[src/rtl/assert_macros.svh]
// Assertion macros shared by the spectrum bar block.
// Each macro expects i_clk to exist in the module that uses it; SBPH_ASSERT also needs i_rst_n.
`ifndef ASSERT_MACROS_SVH
`define ASSERT_MACROS_SVH

// Checked only while the block is out of reset.
`define SBPH_ASSERT(lbl, prop, msg) \
    lbl: assert property (@(posedge i_clk) disable iff (!i_rst_n) prop) \
        else $error(msg);

// Checked at every edge, reset cycles included.
`define SBPH_ASSERT_ALWAYS(lbl, prop, msg) \
    lbl: assert property (@(posedge i_clk) prop) \
        else $error(msg);

`endif

[src/rtl/sbph_pkg.sv]
// Package for the spectrum bar graph with peak hold: sizes, codes, shared types
// and the small arithmetic helpers used by the datapath. No dependencies.
`timescale 1ns / 1ps
`default_nettype none

package sbph_pkg;

    // Frame geometry. NUM_BINS must be a multiple of GROUP_SIZE.
    localparam int unsigned NUM_BINS   = 64;
    localparam int unsigned GROUP_SIZE = 4;
    localparam int unsigned NUM_GROUPS = NUM_BINS / GROUP_SIZE;
    localparam int unsigned COL_W      = $clog2(NUM_BINS);
    localparam int unsigned GRP_W      = $clog2(NUM_GROUPS);
    localparam int unsigned GJ_W       = $clog2(GROUP_SIZE);

    // Field widths.
    localparam int unsigned MAG_W      = 14;
    localparam int unsigned MAG_SHIFT  = 6;
    localparam int unsigned LVL_W      = MAG_W - MAG_SHIFT;
    localparam int unsigned SUM_W      = 14;
    localparam int unsigned H_W        = 5;
    localparam int unsigned GSUM_W     = H_W + GJ_W;
    localparam int unsigned PEAK_W     = 9;
    localparam int unsigned COLOR_W    = 3;
    localparam int unsigned SIL_W      = 11;
    localparam int unsigned BLANK_W    = 10;
    localparam int unsigned OUT_COL_W  = 6;

    localparam logic [SUM_W-1:0]   SUM_MAX   = 14'd16383;
    localparam logic [SIL_W-1:0]   SIL_RESET = 11'd100;
    localparam logic [H_W-1:0]     CAP_DOTS  = 5'd30;
    localparam logic [H_W-1:0]     CAP_FULL  = 5'd31;
    localparam logic [H_W-1:0]     TOP_ROW   = 5'd31;
    localparam logic [2:0]         COL_FALL  = 3'd4;
    localparam logic [2:0]         GRP_FALL  = 3'd3;
    localparam logic [COLOR_W-1:0] HUE_LAST  = 3'd6;

    // Colour scheme codes (low two bits of display_mode).
    localparam logic [1:0] SCH_FIXED0  = 2'd0;
    localparam logic [1:0] SCH_FIXED1  = 2'd1;
    localparam logic [1:0] SCH_FIXED2  = 2'd2;
    localparam logic [1:0] SCH_RAINBOW = 2'd3;

    localparam logic [COLOR_W-1:0] BAR_COLOR0 = 3'h1;
    localparam logic [COLOR_W-1:0] BAR_COLOR1 = 3'h3;
    localparam logic [COLOR_W-1:0] BAR_COLOR2 = 3'h5;
    localparam logic [COLOR_W-1:0] DOT_COLOR0 = 3'h2;
    localparam logic [COLOR_W-1:0] DOT_COLOR1 = 3'h6;
    localparam logic [COLOR_W-1:0] DOT_COLOR2 = 3'h7;

    // Configuration register map.
    localparam int unsigned CFG_IDX_W  = 3;
    localparam int unsigned CFG_DATA_W = 14;
    localparam logic [CFG_IDX_W-1:0] CFG_DISPLAY_MODE    = 3'd0;
    localparam logic [CFG_IDX_W-1:0] CFG_AUTO_SWITCH     = 3'd1;
    localparam logic [CFG_IDX_W-1:0] CFG_SOUND_THRESHOLD = 3'd2;
    localparam logic [CFG_IDX_W-1:0] CFG_BLANK_DELAY     = 3'd3;
    localparam logic [CFG_IDX_W-1:0] CFG_EXIT_DELAY      = 3'd4;

    localparam logic [SUM_W-1:0]   THRESHOLD_RESET = 14'd120;
    localparam logic [BLANK_W-1:0] BLANK_RESET     = 10'd200;
    localparam logic [SIL_W-1:0]   EXIT_RESET      = 11'd1000;

    typedef struct packed {
        logic [3:0]         display_mode;
        logic               auto_switch;
        logic [SUM_W-1:0]   sound_threshold;
        logic [BLANK_W-1:0] blank_delay;
        logic [SIL_W-1:0]   exit_delay;
    } t_cfg;

    // Commands from the controller to the datapath.
    typedef struct packed {
        logic load;
        logic frame;
        logic cread;
        logic cap;
        logic cemit;
        logic gread;
        logic gacc;
        logic gdiv;
        logic gpeak;
        logic gemit;
    } t_cmd;

    // Status from the datapath to the controller.
    typedef struct packed {
        logic frame_end;
        logic grouped;
        logic out_free;
        logic col_last;
        logic gj_last;
        logic grp_last;
    } t_sts;

    function automatic logic [COLOR_W-1:0] bar_fixed(input logic [1:0] sch);
        logic [COLOR_W-1:0] c;
        unique case (sch)
            SCH_FIXED0: c = BAR_COLOR0;
            SCH_FIXED1: c = BAR_COLOR1;
            SCH_FIXED2: c = BAR_COLOR2;
            default:    c = BAR_COLOR0;
        endcase
        return c;
    endfunction

    function automatic logic [COLOR_W-1:0] dot_fixed(input logic [1:0] sch);
        logic [COLOR_W-1:0] c;
        unique case (sch)
            SCH_FIXED0: c = DOT_COLOR0;
            SCH_FIXED1: c = DOT_COLOR1;
            SCH_FIXED2: c = DOT_COLOR2;
            default:    c = DOT_COLOR0;
        endcase
        return c;
    endfunction

    // Peak divided by ten: multiply by 205/2048, exact for all 9-bit values.
    function automatic logic [5:0] div10(input logic [PEAK_W-1:0] x);
        logic [16:0] prod;
        prod = {8'd0, x} * 17'd205;
        return prod[16:11];
    endfunction

    // Group sum divided by three: multiply by 171/512, exact below 128.
    function automatic logic [5:0] div3(input logic [GSUM_W-1:0] x);
        logic [14:0] prod;
        prod = {8'd0, x} * 15'd171;
        return prod[14:9];
    endfunction

    // A peak jumps above the bar or falls slowly towards it.
    function automatic logic [PEAK_W-1:0] fall_peak(input logic [PEAK_W-1:0] pk,
                                                    input logic [H_W-1:0] lvl,
                                                    input logic [2:0] fall);
        logic [5:0] q;
        logic [5:0] lp1;
        logic [PEAK_W-1:0] res;
        q   = div10(pk);
        lp1 = {1'b0, lvl} + 6'd1;
        if (q < lp1) begin
            res = {3'd0, lp1} * 9'd10;
        end else if (q > 6'd1) begin
            res = pk - {6'd0, fall};
        end else begin
            res = pk;
        end
        return res;
    endfunction

    function automatic logic [H_W-1:0] dot_row_of(input logic [PEAK_W-1:0] pk);
        logic [5:0] q;
        logic [H_W-1:0] row;
        q = div10(pk);
        if (q <= {1'b0, TOP_ROW}) begin
            row = TOP_ROW - q[H_W-1:0];
        end else begin
            row = '0;
        end
        return row;
    endfunction

endpackage

`default_nettype wire

[src/rtl/spectrum_bar_peak_hold.sv]
// Bins are taken one per cycle while loading. The last bin starts the column pass, which
// holds the input stalled: a frame update and a level read, then a cap and a result step
// per column in per-column modes, or, per group of four, four level reads, a divide, a peak
// and four results in group modes. The first result is registered by the pass's first
// result step. Synchronous active-low reset; no clearing pass.
`timescale 1ns / 1ps
`default_nettype none

module spectrum_bar_peak_hold (
    input  logic                                i_clk,
    input  logic                                i_rst_n,
    input  logic                                i_in_valid,
    output logic                                o_in_stall,
    input  logic [sbph_pkg::MAG_W-1:0]          i_bin_magnitude,
    input  logic                                i_last_bin,
    output logic                                o_out_valid,
    input  logic                                i_out_stall,
    output logic [sbph_pkg::OUT_COL_W-1:0]      o_column,
    output logic [sbph_pkg::H_W-1:0]            o_bar_height,
    output logic [sbph_pkg::COLOR_W-1:0]        o_bar_color,
    output logic                                o_dot_shown,
    output logic [sbph_pkg::H_W-1:0]            o_dot_row,
    output logic [sbph_pkg::COLOR_W-1:0]        o_dot_color,
    output logic                                o_sound_present,
    output logic                                o_exit_request,
    output logic                                o_last_column,
    input  logic                                i_cfg_valid,
    output logic                                o_cfg_ready,
    input  logic [sbph_pkg::CFG_IDX_W-1:0]      i_cfg_index,
    input  logic [sbph_pkg::CFG_DATA_W-1:0]     i_cfg_data
);

    sbph_pkg::t_cfg r_cfg;
    sbph_pkg::t_cmd cmd;
    sbph_pkg::t_sts sts;

    assign o_cfg_ready = 1'b1;

    always_ff @(posedge i_clk) begin
        if (!i_rst_n) begin
            r_cfg.display_mode    <= '0;
            r_cfg.auto_switch     <= 1'b0;
            r_cfg.sound_threshold <= sbph_pkg::THRESHOLD_RESET;
            r_cfg.blank_delay     <= sbph_pkg::BLANK_RESET;
            r_cfg.exit_delay      <= sbph_pkg::EXIT_RESET;
        end else if (i_cfg_valid && o_cfg_ready) begin
            unique case (i_cfg_index)
                sbph_pkg::CFG_DISPLAY_MODE: begin
                    r_cfg.display_mode <= i_cfg_data[3:0];
                end
                sbph_pkg::CFG_AUTO_SWITCH: begin
                    r_cfg.auto_switch <= i_cfg_data[0];
                end
                sbph_pkg::CFG_SOUND_THRESHOLD: begin
                    r_cfg.sound_threshold <= i_cfg_data[sbph_pkg::SUM_W-1:0];
                end
                sbph_pkg::CFG_BLANK_DELAY: begin
                    r_cfg.blank_delay <= i_cfg_data[sbph_pkg::BLANK_W-1:0];
                end
                sbph_pkg::CFG_EXIT_DELAY: begin
                    r_cfg.exit_delay <= i_cfg_data[sbph_pkg::SIL_W-1:0];
                end
                default: begin
                    // Writes beyond the register map are ignored.
                end
            endcase
        end
    end

    sbph_ctrl u_ctrl (
        .i_clk      (i_clk),
        .i_rst_n    (i_rst_n),
        .i_in_valid (i_in_valid),
        .o_in_stall (o_in_stall),
        .i_sts      (sts),
        .o_cmd      (cmd)
    );

    sbph_datapath u_datapath (
        .i_clk           (i_clk),
        .i_rst_n         (i_rst_n),
        .i_cfg           (r_cfg),
        .i_cmd           (cmd),
        .o_sts           (sts),
        .i_bin_magnitude (i_bin_magnitude),
        .i_last_bin      (i_last_bin),
        .i_out_stall     (i_out_stall),
        .o_out_valid     (o_out_valid),
        .o_column        (o_column),
        .o_bar_height    (o_bar_height),
        .o_bar_color     (o_bar_color),
        .o_dot_shown     (o_dot_shown),
        .o_dot_row       (o_dot_row),
        .o_dot_color     (o_dot_color),
        .o_sound_present (o_sound_present),
        .o_exit_request  (o_exit_request),
        .o_last_column   (o_last_column)
    );

endmodule

`default_nettype wire

[src/rtl/sbph_ram.sv]
// Generic single-write, single-read RAM with a registered read port.
// No dependencies.
`timescale 1ns / 1ps
`default_nettype none

module sbph_ram #(
    parameter int unsigned WIDTH = 8,
    parameter int unsigned DEPTH = 64,
    localparam int unsigned ADDR_W = $clog2(DEPTH)
) (
    input  logic              i_clk,
    input  logic              i_wr_en,
    input  logic [ADDR_W-1:0] i_wr_addr,
    input  logic [WIDTH-1:0]  i_wr_data,
    input  logic              i_rd_en,
    input  logic [ADDR_W-1:0] i_rd_addr,
    output logic [WIDTH-1:0]  o_rd_data
);

    logic [WIDTH-1:0] r_mem [DEPTH];
    logic [WIDTH-1:0] r_rd_data;

    always_ff @(posedge i_clk) begin
        if (i_wr_en) begin
            r_mem[i_wr_addr] <= i_wr_data;
        end
        if (i_rd_en) begin
            r_rd_data <= r_mem[i_rd_addr];
        end
    end

    assign o_rd_data = r_rd_data;

endmodule

`default_nettype wire

[src/rtl/sbph_ctrl.sv]
// Sequencer for the spectrum bar block: loads a frame, then walks the columns.
// Depends on sbph_pkg and assert_macros.svh.
`timescale 1ns / 1ps
`default_nettype none
`include "assert_macros.svh"

module sbph_ctrl (
    input  logic          i_clk,
    input  logic          i_rst_n,
    input  logic          i_in_valid,
    output logic          o_in_stall,
    input  sbph_pkg::t_sts i_sts,
    output sbph_pkg::t_cmd o_cmd
);

    localparam logic [3:0] S_LOAD  = 4'd0;
    localparam logic [3:0] S_FRAME = 4'd1;
    localparam logic [3:0] S_READ  = 4'd2;
    localparam logic [3:0] S_CAP   = 4'd3;
    localparam logic [3:0] S_CEMIT = 4'd4;
    localparam logic [3:0] S_GREAD = 4'd5;
    localparam logic [3:0] S_GACC  = 4'd6;
    localparam logic [3:0] S_GDIV  = 4'd7;
    localparam logic [3:0] S_GPEAK = 4'd8;
    localparam logic [3:0] S_GEMIT = 4'd9;

    logic [3:0] r_state;
    logic [3:0] n_state;

    assign o_in_stall = (r_state != S_LOAD);

    always_comb begin
        o_cmd   = '0;
        n_state = r_state;
        unique case (r_state)
            S_LOAD: begin
                if (i_in_valid) begin
                    o_cmd.load = 1'b1;
                    if (i_sts.frame_end) begin
                        n_state = S_FRAME;
                    end
                end
            end
            S_FRAME: begin
                o_cmd.frame = 1'b1;
                n_state     = i_sts.grouped ? S_GREAD : S_READ;
            end
            S_READ: begin
                o_cmd.cread = 1'b1;
                n_state     = S_CAP;
            end
            S_CAP: begin
                o_cmd.cap = 1'b1;
                n_state   = S_CEMIT;
            end
            S_CEMIT: begin
                if (i_sts.out_free) begin
                    o_cmd.cemit = 1'b1;
                    n_state     = i_sts.col_last ? S_LOAD : S_CAP;
                end
            end
            S_GREAD: begin
                o_cmd.gread = 1'b1;
                n_state     = S_GACC;
            end
            S_GACC: begin
                o_cmd.gacc = 1'b1;
                if (i_sts.gj_last) begin
                    n_state = S_GDIV;
                end
            end
            S_GDIV: begin
                o_cmd.gdiv = 1'b1;
                n_state    = S_GPEAK;
            end
            S_GPEAK: begin
                o_cmd.gpeak = 1'b1;
                n_state     = S_GEMIT;
            end
            S_GEMIT: begin
                if (i_sts.out_free) begin
                    o_cmd.gemit = 1'b1;
                    if (i_sts.gj_last) begin
                        n_state = i_sts.grp_last ? S_LOAD : S_GREAD;
                    end
                end
            end
            default: begin
                n_state = S_LOAD;
            end
        endcase
    end

    always_ff @(posedge i_clk) begin
        if (!i_rst_n) begin
            r_state <= S_LOAD;
        end else begin
            r_state <= n_state;
        end
    end

    `SBPH_ASSERT(a_frame_follows_end, (o_cmd.load && i_sts.frame_end) |=> (r_state == S_FRAME), "frame end did not start the frame update")
    `SBPH_ASSERT(a_stall_after_frame, $rose(o_in_stall) |-> $past(o_cmd.load && i_sts.frame_end), "input stalled without a completed frame")
    `SBPH_ASSERT_ALWAYS(a_reset_to_load, !i_rst_n |=> (r_state == S_LOAD), "reset did not return the sequencer to loading")

endmodule

`default_nettype wire

[src/rtl/sbph_datapath.sv]
// Datapath of the spectrum bar block: level store, sums, silence tracking,
// peak memories and the output register. Depends on sbph_pkg, sbph_ram and
// assert_macros.svh.
`timescale 1ns / 1ps
`default_nettype none
`include "assert_macros.svh"

module sbph_datapath (
    input  logic                               i_clk,
    input  logic                               i_rst_n,
    input  sbph_pkg::t_cfg                     i_cfg,
    input  sbph_pkg::t_cmd                     i_cmd,
    output sbph_pkg::t_sts                     o_sts,
    input  logic [sbph_pkg::MAG_W-1:0]         i_bin_magnitude,
    input  logic                               i_last_bin,
    input  logic                               i_out_stall,
    output logic                               o_out_valid,
    output logic [sbph_pkg::OUT_COL_W-1:0]     o_column,
    output logic [sbph_pkg::H_W-1:0]           o_bar_height,
    output logic [sbph_pkg::COLOR_W-1:0]       o_bar_color,
    output logic                               o_dot_shown,
    output logic [sbph_pkg::H_W-1:0]           o_dot_row,
    output logic [sbph_pkg::COLOR_W-1:0]       o_dot_color,
    output logic                               o_sound_present,
    output logic                               o_exit_request,
    output logic                               o_last_column
);

    // Mode decode.
    logic [1:0]                   cls;
    logic [1:0]                   sch;
    logic                         dots;
    logic                         rainbow;
    logic [sbph_pkg::H_W-1:0]     cap;

    // Frame loading and silence tracking.
    logic [sbph_pkg::COL_W-1:0]   r_bin_cnt;
    logic [sbph_pkg::SUM_W-1:0]   r_level_sum;
    logic [sbph_pkg::SIL_W-1:0]   r_silence;
    logic                         r_blanked;
    logic                         r_exit_pend;
    logic                         r_snd;
    logic [sbph_pkg::LVL_W-1:0]   lvl;
    logic [sbph_pkg::SUM_W:0]     sum_ext;
    logic [sbph_pkg::SUM_W-1:0]   sum_sat;
    logic                         frame_end;
    logic                         snd;
    logic [sbph_pkg::SIL_W:0]     sil_inc;
    logic                         blank_hit;
    logic                         exit_hit;
    logic [sbph_pkg::LVL_W-1:0]   r_lvl1;
    logic [sbph_pkg::LVL_W-1:0]   r_lvl2;
    logic [sbph_pkg::LVL_W:0]     pair_sum;

    // Column walk.
    logic [sbph_pkg::COL_W-1:0]   r_col;
    logic [sbph_pkg::COL_W-1:0]   col_next;
    logic [sbph_pkg::GJ_W-1:0]    r_gj;
    logic [sbph_pkg::GRP_W-1:0]   r_grp;
    logic [sbph_pkg::COLOR_W-1:0] r_hue;
    logic [sbph_pkg::COLOR_W-1:0] hue_next;
    logic [sbph_pkg::COLOR_W-1:0] hue_color;
    logic                         col_last;
    logic                         gj_last;
    logic                         grp_last;

    // Level store.
    logic                         bin_wr_en;
    logic [sbph_pkg::COL_W-1:0]   bin_wr_addr;
    logic [sbph_pkg::LVL_W-1:0]   bin_wr_data;
    logic                         rd_en;
    logic [sbph_pkg::COL_W-1:0]   rd_addr;
    logic [sbph_pkg::LVL_W-1:0]   bin_rd_data;
    logic [sbph_pkg::H_W-1:0]     capped;

    // Column peaks.
    logic [sbph_pkg::NUM_BINS-1:0] r_pk_vld;
    logic                          r_pk_rd_vld;
    logic                          pk_wr_en;
    logic [sbph_pkg::PEAK_W-1:0]   pk_rd_data;
    logic [sbph_pkg::PEAK_W-1:0]   pk_old;
    logic [sbph_pkg::PEAK_W-1:0]   pk_new;
    logic [sbph_pkg::H_W-1:0]      r_h;
    logic [sbph_pkg::PEAK_W-1:0]   r_pk;

    // Group peaks.
    logic [sbph_pkg::PEAK_W-1:0]   r_grp_peaks [sbph_pkg::NUM_GROUPS];
    logic [sbph_pkg::PEAK_W-1:0]   gp_cur;
    logic [sbph_pkg::PEAK_W-1:0]   gp_new;
    logic [sbph_pkg::GSUM_W-1:0]   r_gsum;
    logic [5:0]                    gq;
    logic [sbph_pkg::H_W-1:0]      r_gl;

    // Result assembly.
    logic                          out_take;
    logic                          emit;
    logic [sbph_pkg::COL_W-1:0]    e_col;
    logic [sbph_pkg::H_W-1:0]      e_h;
    logic [sbph_pkg::COLOR_W-1:0]  e_bc;
    logic                          e_ds;
    logic [sbph_pkg::H_W-1:0]      e_row;
    logic [sbph_pkg::COLOR_W-1:0]  e_dc;
    logic [sbph_pkg::COLOR_W-1:0]  grp_bc;

    logic                          r_out_valid;
    logic [sbph_pkg::COL_W-1:0]    r_out_col;
    logic [sbph_pkg::H_W-1:0]      r_out_h;
    logic [sbph_pkg::COLOR_W-1:0]  r_out_bc;
    logic                          r_out_ds;
    logic [sbph_pkg::H_W-1:0]      r_out_row;
    logic [sbph_pkg::COLOR_W-1:0]  r_out_dc;
    logic                          r_out_snd;
    logic                          r_out_ex;
    logic                          r_out_last;

    assign cls     = i_cfg.display_mode[3:2];
    assign sch     = i_cfg.display_mode[1:0];
    assign dots    = ~cls[0];
    assign rainbow = (sch == sbph_pkg::SCH_RAINBOW);
    assign cap     = cls[0] ? sbph_pkg::CAP_FULL : sbph_pkg::CAP_DOTS;

    assign lvl       = i_bin_magnitude[sbph_pkg::MAG_W-1:sbph_pkg::MAG_SHIFT];
    assign sum_ext   = {1'b0, r_level_sum} + (sbph_pkg::SUM_W + 1)'(lvl);
    assign sum_sat   = (sum_ext > {1'b0, sbph_pkg::SUM_MAX}) ? sbph_pkg::SUM_MAX
                                                             : sum_ext[sbph_pkg::SUM_W-1:0];
    assign frame_end = i_last_bin || (r_bin_cnt == sbph_pkg::COL_W'(sbph_pkg::NUM_BINS - 1));
    assign snd       = (r_level_sum > i_cfg.sound_threshold);
    assign sil_inc   = {1'b0, r_silence} + (sbph_pkg::SIL_W + 1)'(1);
    assign blank_hit = (sil_inc > (sbph_pkg::SIL_W + 1)'(i_cfg.blank_delay));
    assign exit_hit  = (sil_inc > {1'b0, i_cfg.exit_delay});
    assign pair_sum  = {1'b0, r_lvl1} + {1'b0, r_lvl2};

    assign col_next  = r_col + 1'b1;
    assign col_last  = (r_col == sbph_pkg::COL_W'(sbph_pkg::NUM_BINS - 1));
    assign gj_last   = (r_gj == sbph_pkg::GJ_W'(sbph_pkg::GROUP_SIZE - 1));
    assign grp_last  = (r_grp == sbph_pkg::GRP_W'(sbph_pkg::NUM_GROUPS - 1));
    assign hue_next  = (r_hue == sbph_pkg::HUE_LAST) ? '0 : r_hue + 1'b1;
    assign hue_color = r_hue + 1'b1;

    assign o_sts.frame_end = frame_end;
    assign o_sts.grouped   = cls[1];
    assign o_sts.out_free  = ~r_out_valid | ~i_out_stall;
    assign o_sts.col_last  = col_last;
    assign o_sts.gj_last   = gj_last;
    assign o_sts.grp_last  = grp_last;

    // Write port of the level store: loading, the bin 0 fix-up, then the
    // clipped levels written back while the columns are walked.
    always_comb begin
        bin_wr_en   = 1'b0;
        bin_wr_addr = r_col;
        bin_wr_data = lvl;
        priority if (i_cmd.load) begin
            bin_wr_en   = 1'b1;
            bin_wr_addr = r_bin_cnt;
        end else if (i_cmd.frame) begin
            bin_wr_en   = 1'b1;
            bin_wr_addr = '0;
            bin_wr_data = pair_sum[sbph_pkg::LVL_W:1];
        end else if (i_cmd.cap || i_cmd.gacc) begin
            bin_wr_en   = 1'b1;
            bin_wr_data = sbph_pkg::LVL_W'(capped);
        end
    end

    // The next column is fetched while the current one is processed.
    always_comb begin
        rd_en   = 1'b0;
        rd_addr = r_col;
        priority if (i_cmd.cread || i_cmd.gread) begin
            rd_en = 1'b1;
        end else if (i_cmd.cap) begin
            rd_en   = ~col_last;
            rd_addr = col_next;
        end else if (i_cmd.gacc) begin
            rd_en   = ~gj_last;
            rd_addr = col_next;
        end
    end

    always_comb begin
        if (r_blanked) begin
            capped = '0;
        end else if (bin_rd_data > sbph_pkg::LVL_W'(cap)) begin
            capped = cap;
        end else begin
            capped = bin_rd_data[sbph_pkg::H_W-1:0];
        end
    end

    assign pk_old   = r_pk_rd_vld ? pk_rd_data : '0;
    assign pk_new   = sbph_pkg::fall_peak(pk_old, capped, sbph_pkg::COL_FALL);
    assign pk_wr_en = i_cmd.cap & dots;
    assign gp_cur   = r_grp_peaks[r_grp];
    assign gp_new   = sbph_pkg::fall_peak(gp_cur, r_gl, sbph_pkg::GRP_FALL);
    assign gq       = sbph_pkg::div3(r_gsum);

    sbph_ram #(
        .WIDTH (sbph_pkg::LVL_W),
        .DEPTH (sbph_pkg::NUM_BINS)
    ) u_level_ram (
        .i_clk     (i_clk),
        .i_wr_en   (bin_wr_en),
        .i_wr_addr (bin_wr_addr),
        .i_wr_data (bin_wr_data),
        .i_rd_en   (rd_en),
        .i_rd_addr (rd_addr),
        .o_rd_data (bin_rd_data)
    );

    sbph_ram #(
        .WIDTH (sbph_pkg::PEAK_W),
        .DEPTH (sbph_pkg::NUM_BINS)
    ) u_peak_ram (
        .i_clk     (i_clk),
        .i_wr_en   (pk_wr_en),
        .i_wr_addr (r_col),
        .i_wr_data (pk_new),
        .i_rd_en   (rd_en),
        .i_rd_addr (rd_addr),
        .o_rd_data (pk_rd_data)
    );

    // Result fields for the column being emitted.
    assign grp_bc = rainbow ? (dots ? hue_color
                                    : sbph_pkg::COLOR_W'(r_grp[1:0]) + 1'b1)
                            : sbph_pkg::bar_fixed(sch);

    always_comb begin
        if (i_cmd.gemit) begin
            e_col = sbph_pkg::COL_W'({r_grp, r_gj});
            if (gj_last) begin
                // The last column of each group is left as a gap.
                e_h   = '0;
                e_bc  = '0;
                e_ds  = 1'b0;
                e_row = '0;
                e_dc  = '0;
            end else begin
                e_h   = r_gl;
                e_bc  = grp_bc;
                e_ds  = dots;
                e_row = dots ? sbph_pkg::dot_row_of(gp_cur) : '0;
                e_dc  = dots ? (rainbow ? grp_bc : sbph_pkg::dot_fixed(sch)) : '0;
            end
        end else begin
            e_col = r_col;
            e_h   = r_h;
            e_bc  = rainbow ? hue_color : sbph_pkg::bar_fixed(sch);
            e_ds  = dots;
            e_row = dots ? sbph_pkg::dot_row_of(r_pk) : '0;
            e_dc  = dots ? (rainbow ? hue_color : sbph_pkg::dot_fixed(sch)) : '0;
        end
    end

    assign emit     = i_cmd.cemit | i_cmd.gemit;
    assign out_take = r_out_valid & ~i_out_stall;

    always_ff @(posedge i_clk) begin
        if (!i_rst_n) begin
            r_bin_cnt   <= '0;
            r_level_sum <= '0;
            r_silence   <= sbph_pkg::SIL_RESET;
            r_blanked   <= 1'b1;
            r_exit_pend <= 1'b0;
            r_snd       <= 1'b0;
            r_col       <= '0;
            r_gj        <= '0;
            r_grp       <= '0;
            r_hue       <= '0;
            r_pk_vld    <= '0;
            r_out_valid <= 1'b0;
            for (int g = 0; g < sbph_pkg::NUM_GROUPS; g++) begin
                r_grp_peaks[g] <= '0;
            end
        end else begin
            if (i_cmd.load) begin
                if (r_bin_cnt != '0) begin
                    r_level_sum <= sum_sat;
                end
                r_bin_cnt <= frame_end ? '0 : r_bin_cnt + 1'b1;
            end
            if (i_cmd.frame) begin
                r_level_sum <= '0;
                r_snd       <= snd;
                r_col       <= '0;
                r_gj        <= '0;
                r_grp       <= '0;
                r_hue       <= '0;
                if (!snd) begin
                    if (blank_hit) begin
                        r_blanked <= 1'b1;
                    end
                    if (exit_hit) begin
                        r_silence   <= i_cfg.exit_delay;
                        r_exit_pend <= 1'b1;
                    end else begin
                        r_silence <= sil_inc[sbph_pkg::SIL_W-1:0];
                    end
                end else begin
                    r_silence   <= '0;
                    r_blanked   <= 1'b0;
                    r_exit_pend <= 1'b0;
                end
            end
            if (pk_wr_en) begin
                r_pk_vld[r_col] <= 1'b1;
            end
            if (i_cmd.cemit) begin
                r_col <= col_next;
                r_hue <= hue_next;
            end
            if (i_cmd.gacc) begin
                r_col <= col_next;
                r_gj  <= r_gj + 1'b1;
            end
            if (i_cmd.gpeak && dots) begin
                r_grp_peaks[r_grp] <= gp_new;
            end
            if (i_cmd.gemit) begin
                r_gj <= r_gj + 1'b1;
                if (gj_last) begin
                    r_grp <= r_grp + 1'b1;
                    r_hue <= hue_next;
                end
            end
            if (emit) begin
                r_out_valid <= 1'b1;
            end else if (out_take) begin
                r_out_valid <= 1'b0;
            end
        end
    end

    // Payload registers.
    always_ff @(posedge i_clk) begin
        if (bin_wr_en && bin_wr_addr == sbph_pkg::COL_W'(1)) begin
            r_lvl1 <= bin_wr_data;
        end
        if (bin_wr_en && bin_wr_addr == sbph_pkg::COL_W'(2)) begin
            r_lvl2 <= bin_wr_data;
        end
        if (rd_en) begin
            r_pk_rd_vld <= r_pk_vld[rd_addr];
        end
        if (i_cmd.cap) begin
            r_h  <= capped;
            r_pk <= pk_new;
        end
        if (i_cmd.gread) begin
            r_gsum <= '0;
        end else if (i_cmd.gacc) begin
            r_gsum <= r_gsum + sbph_pkg::GSUM_W'(capped);
        end
        if (i_cmd.gdiv) begin
            r_gl <= (gq > {1'b0, cap}) ? cap : gq[sbph_pkg::H_W-1:0];
        end
        if (emit) begin
            r_out_col  <= e_col;
            r_out_h    <= e_h;
            r_out_bc   <= e_bc;
            r_out_ds   <= e_ds;
            r_out_row  <= e_row;
            r_out_dc   <= e_dc;
            r_out_snd  <= r_snd;
            r_out_ex   <= r_exit_pend & i_cfg.auto_switch;
            r_out_last <= (e_col == sbph_pkg::COL_W'(sbph_pkg::NUM_BINS - 1));
        end
    end

    assign o_out_valid     = r_out_valid;
    assign o_column        = sbph_pkg::OUT_COL_W'(r_out_col);
    assign o_bar_height    = r_out_h;
    assign o_bar_color     = r_out_bc;
    assign o_dot_shown     = r_out_ds;
    assign o_dot_row       = r_out_row;
    assign o_dot_color     = r_out_dc;
    assign o_sound_present = r_out_snd;
    assign o_exit_request  = r_out_ex;
    assign o_last_column   = r_out_last;

    `SBPH_ASSERT(a_group_aligned, i_cmd.gread |-> (r_gj == '0), "group read started mid-group")
    `SBPH_ASSERT(a_frame_clears_sum, i_cmd.frame |=> (r_level_sum == '0 && r_bin_cnt == '0), "frame update left loading state behind")

endmodule

`default_nettype wire

[config.mk]
export PLATFORM = sky130hd
export DESIGN_NAME = spectrum_bar_peak_hold
export DESIGN_NICKNAME = d
export VERILOG_FILES = /design/src/rtl/sbph_pkg.sv /design/src/rtl/spectrum_bar_peak_hold.sv /design/src/rtl/sbph_ram.sv /design/src/rtl/sbph_ctrl.sv /design/src/rtl/sbph_datapath.sv
export VERILOG_INCLUDE_DIRS = /design/src /design/src/rtl
export SDC_FILE = /design/constraint.sdc
export NUM_CORES = 2
export LEC_CHECK = 0
export BUFFER_PORTS_ARGS = -buffer_cell sky130_fd_sc_hd__buf_2
export CAP_MARGIN = 20
export CORE_ASPECT_RATIO = 1.2
export CORE_UTILIZATION = 55
export DETAILED_ROUTE_END_ITERATION = 7
export PLACE_DENSITY = 0.68
export SYNTH_ARGS = -nofsm -noshare
export SYNTH_HDL_FRONTEND = slang
export SYNTH_SLANG_ARGS = --single-unit
export TNS_END_PERCENT = 50
[constraint.sdc]
create_clock -name i_clk -period 15.1 [get_ports i_clk]
set_input_delay 1.51 -clock i_clk [delete_from_list [all_inputs] [get_ports i_clk]]
set_output_delay 1.51 -clock i_clk [all_outputs]
set_load 0.02 [all_outputs]
# --- Word-level counts from Yosys, hierarchy flattened ---
# Memories as Yosys holds them, arrays and structs flattened. A register that Yosys moved wholly into a read port is not among the register bits.
# Index checks and enable logic that the tools add are counted.
word_totals:
  n_memories: 3
  mem_bits_rw: 1232
  word_cells: 250
  register_bits: 227
  inputBits: 37
op_classes:
  add_sub_neg: 16
  reduce_logical: 26
  multipliers: 6
  magnitude_cmp: 15
  n_bitwise: 12
  n_mux: 108
  eq_ne: 30
mem_list:
  columns: ["memory", "words", "width", "rd", "rd_clocked_by_memory_dff", "write_ports", "line", "source"]
  rows:
  - ["u_datapath.u_peak_ram.r_mem", 64, 9, 1, 1, 1, "sbph_ram.sv:20", "logic [WIDTH-1:0] r_mem [DEPTH];"]
  - ["u_datapath.u_level_ram.r_mem", 64, 8, 1, 1, 1, "sbph_ram.sv:20", null]
  - ["u_datapath.r_grp_peaks", 16, 9, 1, 1, 16, "sbph_datapath.sv:87", "logic [sbph_pkg::PEAK_W-1:0] r_grp_peaks [sbph_pkg::NUM_GROUPS];"]
op_table:
  columns: ["cell", "count"]
  rows:
  - ["$or A64 B64 Y64", 1]
  - ["$mux W5", 11]
  - ["$mux W3", 18]
  - ["$mux W6", 9]
  - ["$mux W9", 6]
  - ["$mul A9 B8 Y17 const B", 3]
  - ["$mux W4", 11]
  - ["$pmux W4 S10", 1]
  - ["$mux W1", 38]
  - ["$mux W8", 3]
  - ["$mux W11", 2]
  - ["$eq A6 B6 Y1 const B", 3]
  - ["$eq A4 B3 Y1 const B", 4]
  - ["$mul A6 B3 Y8 const B", 2]
  - ["$reduce_and A2 Y1", 8]
  - ["$add A14 B8 Y15", 1]
  - ["$gt A15 B14 Y1 const B", 1]
  - ["$mul A7 B8 Y15 const B", 1]
  - ["$gt A14 B14 Y1", 1]
  - ["$lt A6 B7 Y1 const B", 2]
  - ["$mux W14", 1]
  - ["$add A11 B1 Y12 const B", 1]
  - ["$add A5 B1 Y6 const B", 2]
  - ["$add A6 B1 Y6 const B", 2]
  - ["other kinds (47)", 81]

# --- Logic depth before layout (Yosys ltp) ---
logic_depth:
  depth_word: 8
  depth_mapped: 33

# --- Hierarchy ---
# A second synthesis with hierarchy kept.
unflattened:
  cells_unflattened: 4379
  hier_area_um2: 67726.2
by_module_without_submodules:
  columns: ["mod", "cells_per_inst", "seq_area_each_um2", "n_inst", "area_per_inst_um2"]
  rows:
  - ["sbph_datapath", 2203, 8608.3, 1, 22765.6]
  - ["sbph_ram (u_datapath.u_peak_ram)", 1020, 17566.8, 1, 22684.3]
  - ["sbph_ram (u_datapath.u_level_ram)", 940, 15615.0, 1, 20246.9]
  - ["spectrum_bar_peak_hold", 160, 800.8, 1, 1627.8]
  - ["sbph_ctrl", 56, 80.1, 1, 401.6]

# --- Worst setup path before layout ---
# Ideal clock, no wire load.
synth_timing:
  path_type: "reg2reg"
  startpoint: "register u_datapath.r_grp[0] (netlist bit)"
  endpoint: "memory u_datapath.r_grp_peaks[0][1] (netlist bit), data pin"
  setup_ns: 0.263
  setup_slack_ns: 6.744
  stages_incl_launch_ff: 32
  synth_period_minus_slack_ns: 8.356
  t_arrival_ns: 8.094
  path_cell_list: "dfxtp_1 -> buf_2 -> buf_4 -> buf_1 -> mux4_2 -> mux2_2 -> o21ai_0 -> ha_1 -> ha_1 -> inv_1 -> fa_1 -> inv_1 -> fa_1 -> ha_1 -> a21oi_1 -> o21bai_1 -> a2111o_1 -> a31o_2 -> o211a_1 -> nor3_1 -> inv_1 -> ha_1 -> a21o_1 -> a21o_1 -> a21oi_1 -> nand2_1 -> o21ai_1 -> buf_4 -> nand2_1 -> o21ai_2 -> buf_2 -> nor2_1"
synth_rtl:
  columns: ["item", "line", "source"]
  rows:
  - ["from (decl)", "sbph_datapath.sv:59", "logic [sbph_pkg::GRP_W-1:0] r_grp;"]
  - ["from (signal assigned)", "sbph_datapath.sv:323", "r_grp <= r_grp + 1'b1;"]
  - ["to (decl)", "sbph_datapath.sv:87", null]

==> out/qor.yml <==
grt_pass1_vias: 35100
synth_area_sq_um: 66000
finalCritPeriodShare_pct: 62.3
seq_power_share_pct: 43.7
area_growth_pct: 10.5
worst_slew_pin_slew_ns: 1.12
relSlewSlack_pct: 25.1
fmax_mhz: 106
ys_ff_latch: 1476
comb_power_share_pct: 31.7
die_height_um: 382
io_pins: 66
yosysTopAreaCellShare_pct: 59.6
r2r-end: "u_datapath.r_grp_peaks[3][5]"
crit_arrival_ns: 9.89
cts_setup_buffers: 0
cp_max_fo: 22
die_w_um: 318
hp-start: "u_datapath.r_snd"
p_int_uw: 9880
cts_hold_buffers: 0
synth_area_leader_cell: "edfxtp_1"
routed_via_density: 6.05
worstSetupEndpointType: "flip-flop"
dieArea_sq_um: 121000
grt_max_degree: 92
insertion_delay_ns: 0.78
grt_setup_unrepaired: "false"
row_count: 138
cts_root_buffer: "clkbuf_16"
holdPathEnd: "u_datapath.o_sound_present"
path_buf_inv: 5
wl_mm: 141
crit_family: "compound AO/OA/AOI/OAI gates"
fillers: 8551
gp_congestion: 0.807
drive_gt1_share_pct: 19.4
leakagePower_uw: 0.0256
cts_resized: 0
routedWlPerCell_um: 24.5
grt_use_total_pct: 23.7
clockPowerShare_pct: 24.6
drcViolationCount: 0
yosys.cell_count.top_type: "edfxtp_1"
grt_pass1_wl_mm: 216
worstHoldPathCells: 0
num_vias: 34800
synth_edf_count: 1311
powerDensity_nw_per_um2: 202
crit_slowest_cell: "o21ai_2"
io_buffers: 58
synth.distinct_cells: 81
layout.nets: 4469
antenna_left: 0
cts_tree: "yes"
path_clk_slew_ns: 0.06
synth_area_per_cell_sq_um: 16.5
outcome: "finished clean"
p_sw_uw: 4860
synth_warnings: 0
switching_share_pct: 33.0
rr_startpoint: "u_datapath.r_grp[0]"
critPathKind: "flip-flop to flip-flop"
rrSetupSlack_ns: 5.69
dp.final_hpwl_mm: 92.0
ys_seq_area_share_pct: 64.6
core-area_sq_um: 118000
reg2reg_depth: 28
placed_area_sq_um: 68100
synth.area.top_cells: "edfxtp_1 60%, mux4_2 14%, ha_1 5.4%"
netlist_top_cells_count: "1,311 x edfxtp_1, 417 x mux4_2, 348 x nor2_1"
antenna_found_initial: 3
worst_clock_skew_ns: 0.0245
fin_setup_tns_ns: 0
hold_viol_final: 0
slew_viol_final: 0
syn-num-nets: 4392
syn_inst: 4013
finalSetupViolations: 0
vdd_drop_max_uv: 428
start_util_pct: 55.8
maxCapViolCount: 0
fin_area_sq_um: 72900
max_stage_delay_ns: 0.86
cts_buffer_depth: 3
numCtsBuffers: 144
worstSetupStartpointType: "flip-flop"
grt_overflow: 0
htree_num_levels: 4
drt_iter0_drc: 2938
post-route-min-period_ns: 9.41
cts_sinks: 1476
first_pass_iters: 7
async_flop_share_pct: 0
min_path_type: "flip-flop to flip-flop"
synth_ff_type: "edfxtp_1"
crit_required_ns: 15.57
worst_hold_slack_ns: 0.436
[cell type report]
| class | instances | area, sq um | area share, % |
|---|---|---|---|
| timing repair buffer | 109 | 692 | 0.949 |
| antenna | 1 | 2.50 | 0.00343 |
| multi-input combinational | 2135 | 22000 | 30.2 |
| inverter | 224 | 841 | 1.15 |
| sequential | 1476 | 42700 | 58.5 |
| clock buffer | 194 | 4060 | 5.56 |
| clock inverter | 67 | 722 | 0.990 |
| tap | 1540 | 1930 | 2.64 |
[flip-flops by register name, summed over array words and instances, names as in the netlist, 9 cells and up]
register	flops
u_datapath.u_peak_ram.r_mem	576
u_datapath.r_grp_peaks	144
u_datapath.u_peak_ram.o_rd_data	9
u_datapath.r_pk_vld	64
r_cfg	40
u_datapath.r_level_sum	14
u_datapath.r_pk	9
u_datapath.r_silence	11
u_datapath.u_level_ram.r_mem	512
[worst max path at each step]
stage                              startpoint                            end  slack [ns]  cells past startpoint
after global routing      u_datapath.r_grp[0]  u_datapath.r_grp_peaks[13][5]        5.07                     27
after CTS                 u_datapath.r_grp[0]   u_datapath.r_grp_peaks[3][5]        5.64                     28
after floorplan           u_datapath.r_grp[0]   u_datapath.r_grp_peaks[0][1]        6.74                     31
final                     u_datapath.r_grp[0]   u_datapath.r_grp_peaks[3][5]        5.69                     28
after detailed placement  u_datapath.r_grp[0]  u_datapath.r_grp_peaks[14][5]        5.69                     28
after global placement    u_datapath.r_grp[0]   u_datapath.r_grp_peaks[9][5]        5.80                     27
[power by group through the flow]
stage | registers [uW] | clock network [uW] | logic [uW]
final | 6440 | 3620 | 4680
after global routing | 6460 | 3830 | 5160
after CTS | 6440 | 3680 | 4750
after detailed placement | 6530 | 0 | 4730
after global placement | 6520 | 0 | 4550
after floorplan | 6680 | 0 | 2870
[logic make-up after synthesis]
group | synth area share (%)
DFF | 64.6
and+or+nand+nor | 5.77
muxes | 14.5
AOI/OAI and AO/OA | 4.59
buffers and inverters | 2.44
adders and majority gates | 7.10
xor gates and xnor gates | 0.955
other | 0.00568
[per-layer routing]
metal / vias up / part of all wire (%) / track usage (%)
met3: 194 / 5.1 / 3.26
met4: 0 / 2.2 / 7.13
met2: 944 / 51 / 40.2
met1: 17900 / 41 / 32.1
li1: 15700 / - / -
met5: - / 0 / 0
[cell usage in the layout (no fill, tap or decap), drive strengths merged, types with 81 or more instances in the layout]
cell	Yosys	routed
nand2	239	239
nor2	349	349
ha	287	287
mux4	417	417
dfxtp	165	165
o21ai	81	81
edfxtp	1311	1311
clkbuf	111	194
inv	223	234
buf	67	109
[metrics by stage]
stage                     total power, uW  setup WS (ns)  instances  utilization (%)
after global placement              11100           5.80       5481             57.5
after global routing                15400           5.07       5746             61.6
final                               14700           5.69       5746             61.6
after CTS                           14900           5.64       5742             61.6
after detailed placement            11300           5.69       5481             57.5
after floorplan                      9550           6.74       4013                -
Power figures use the tool's default switching activity.
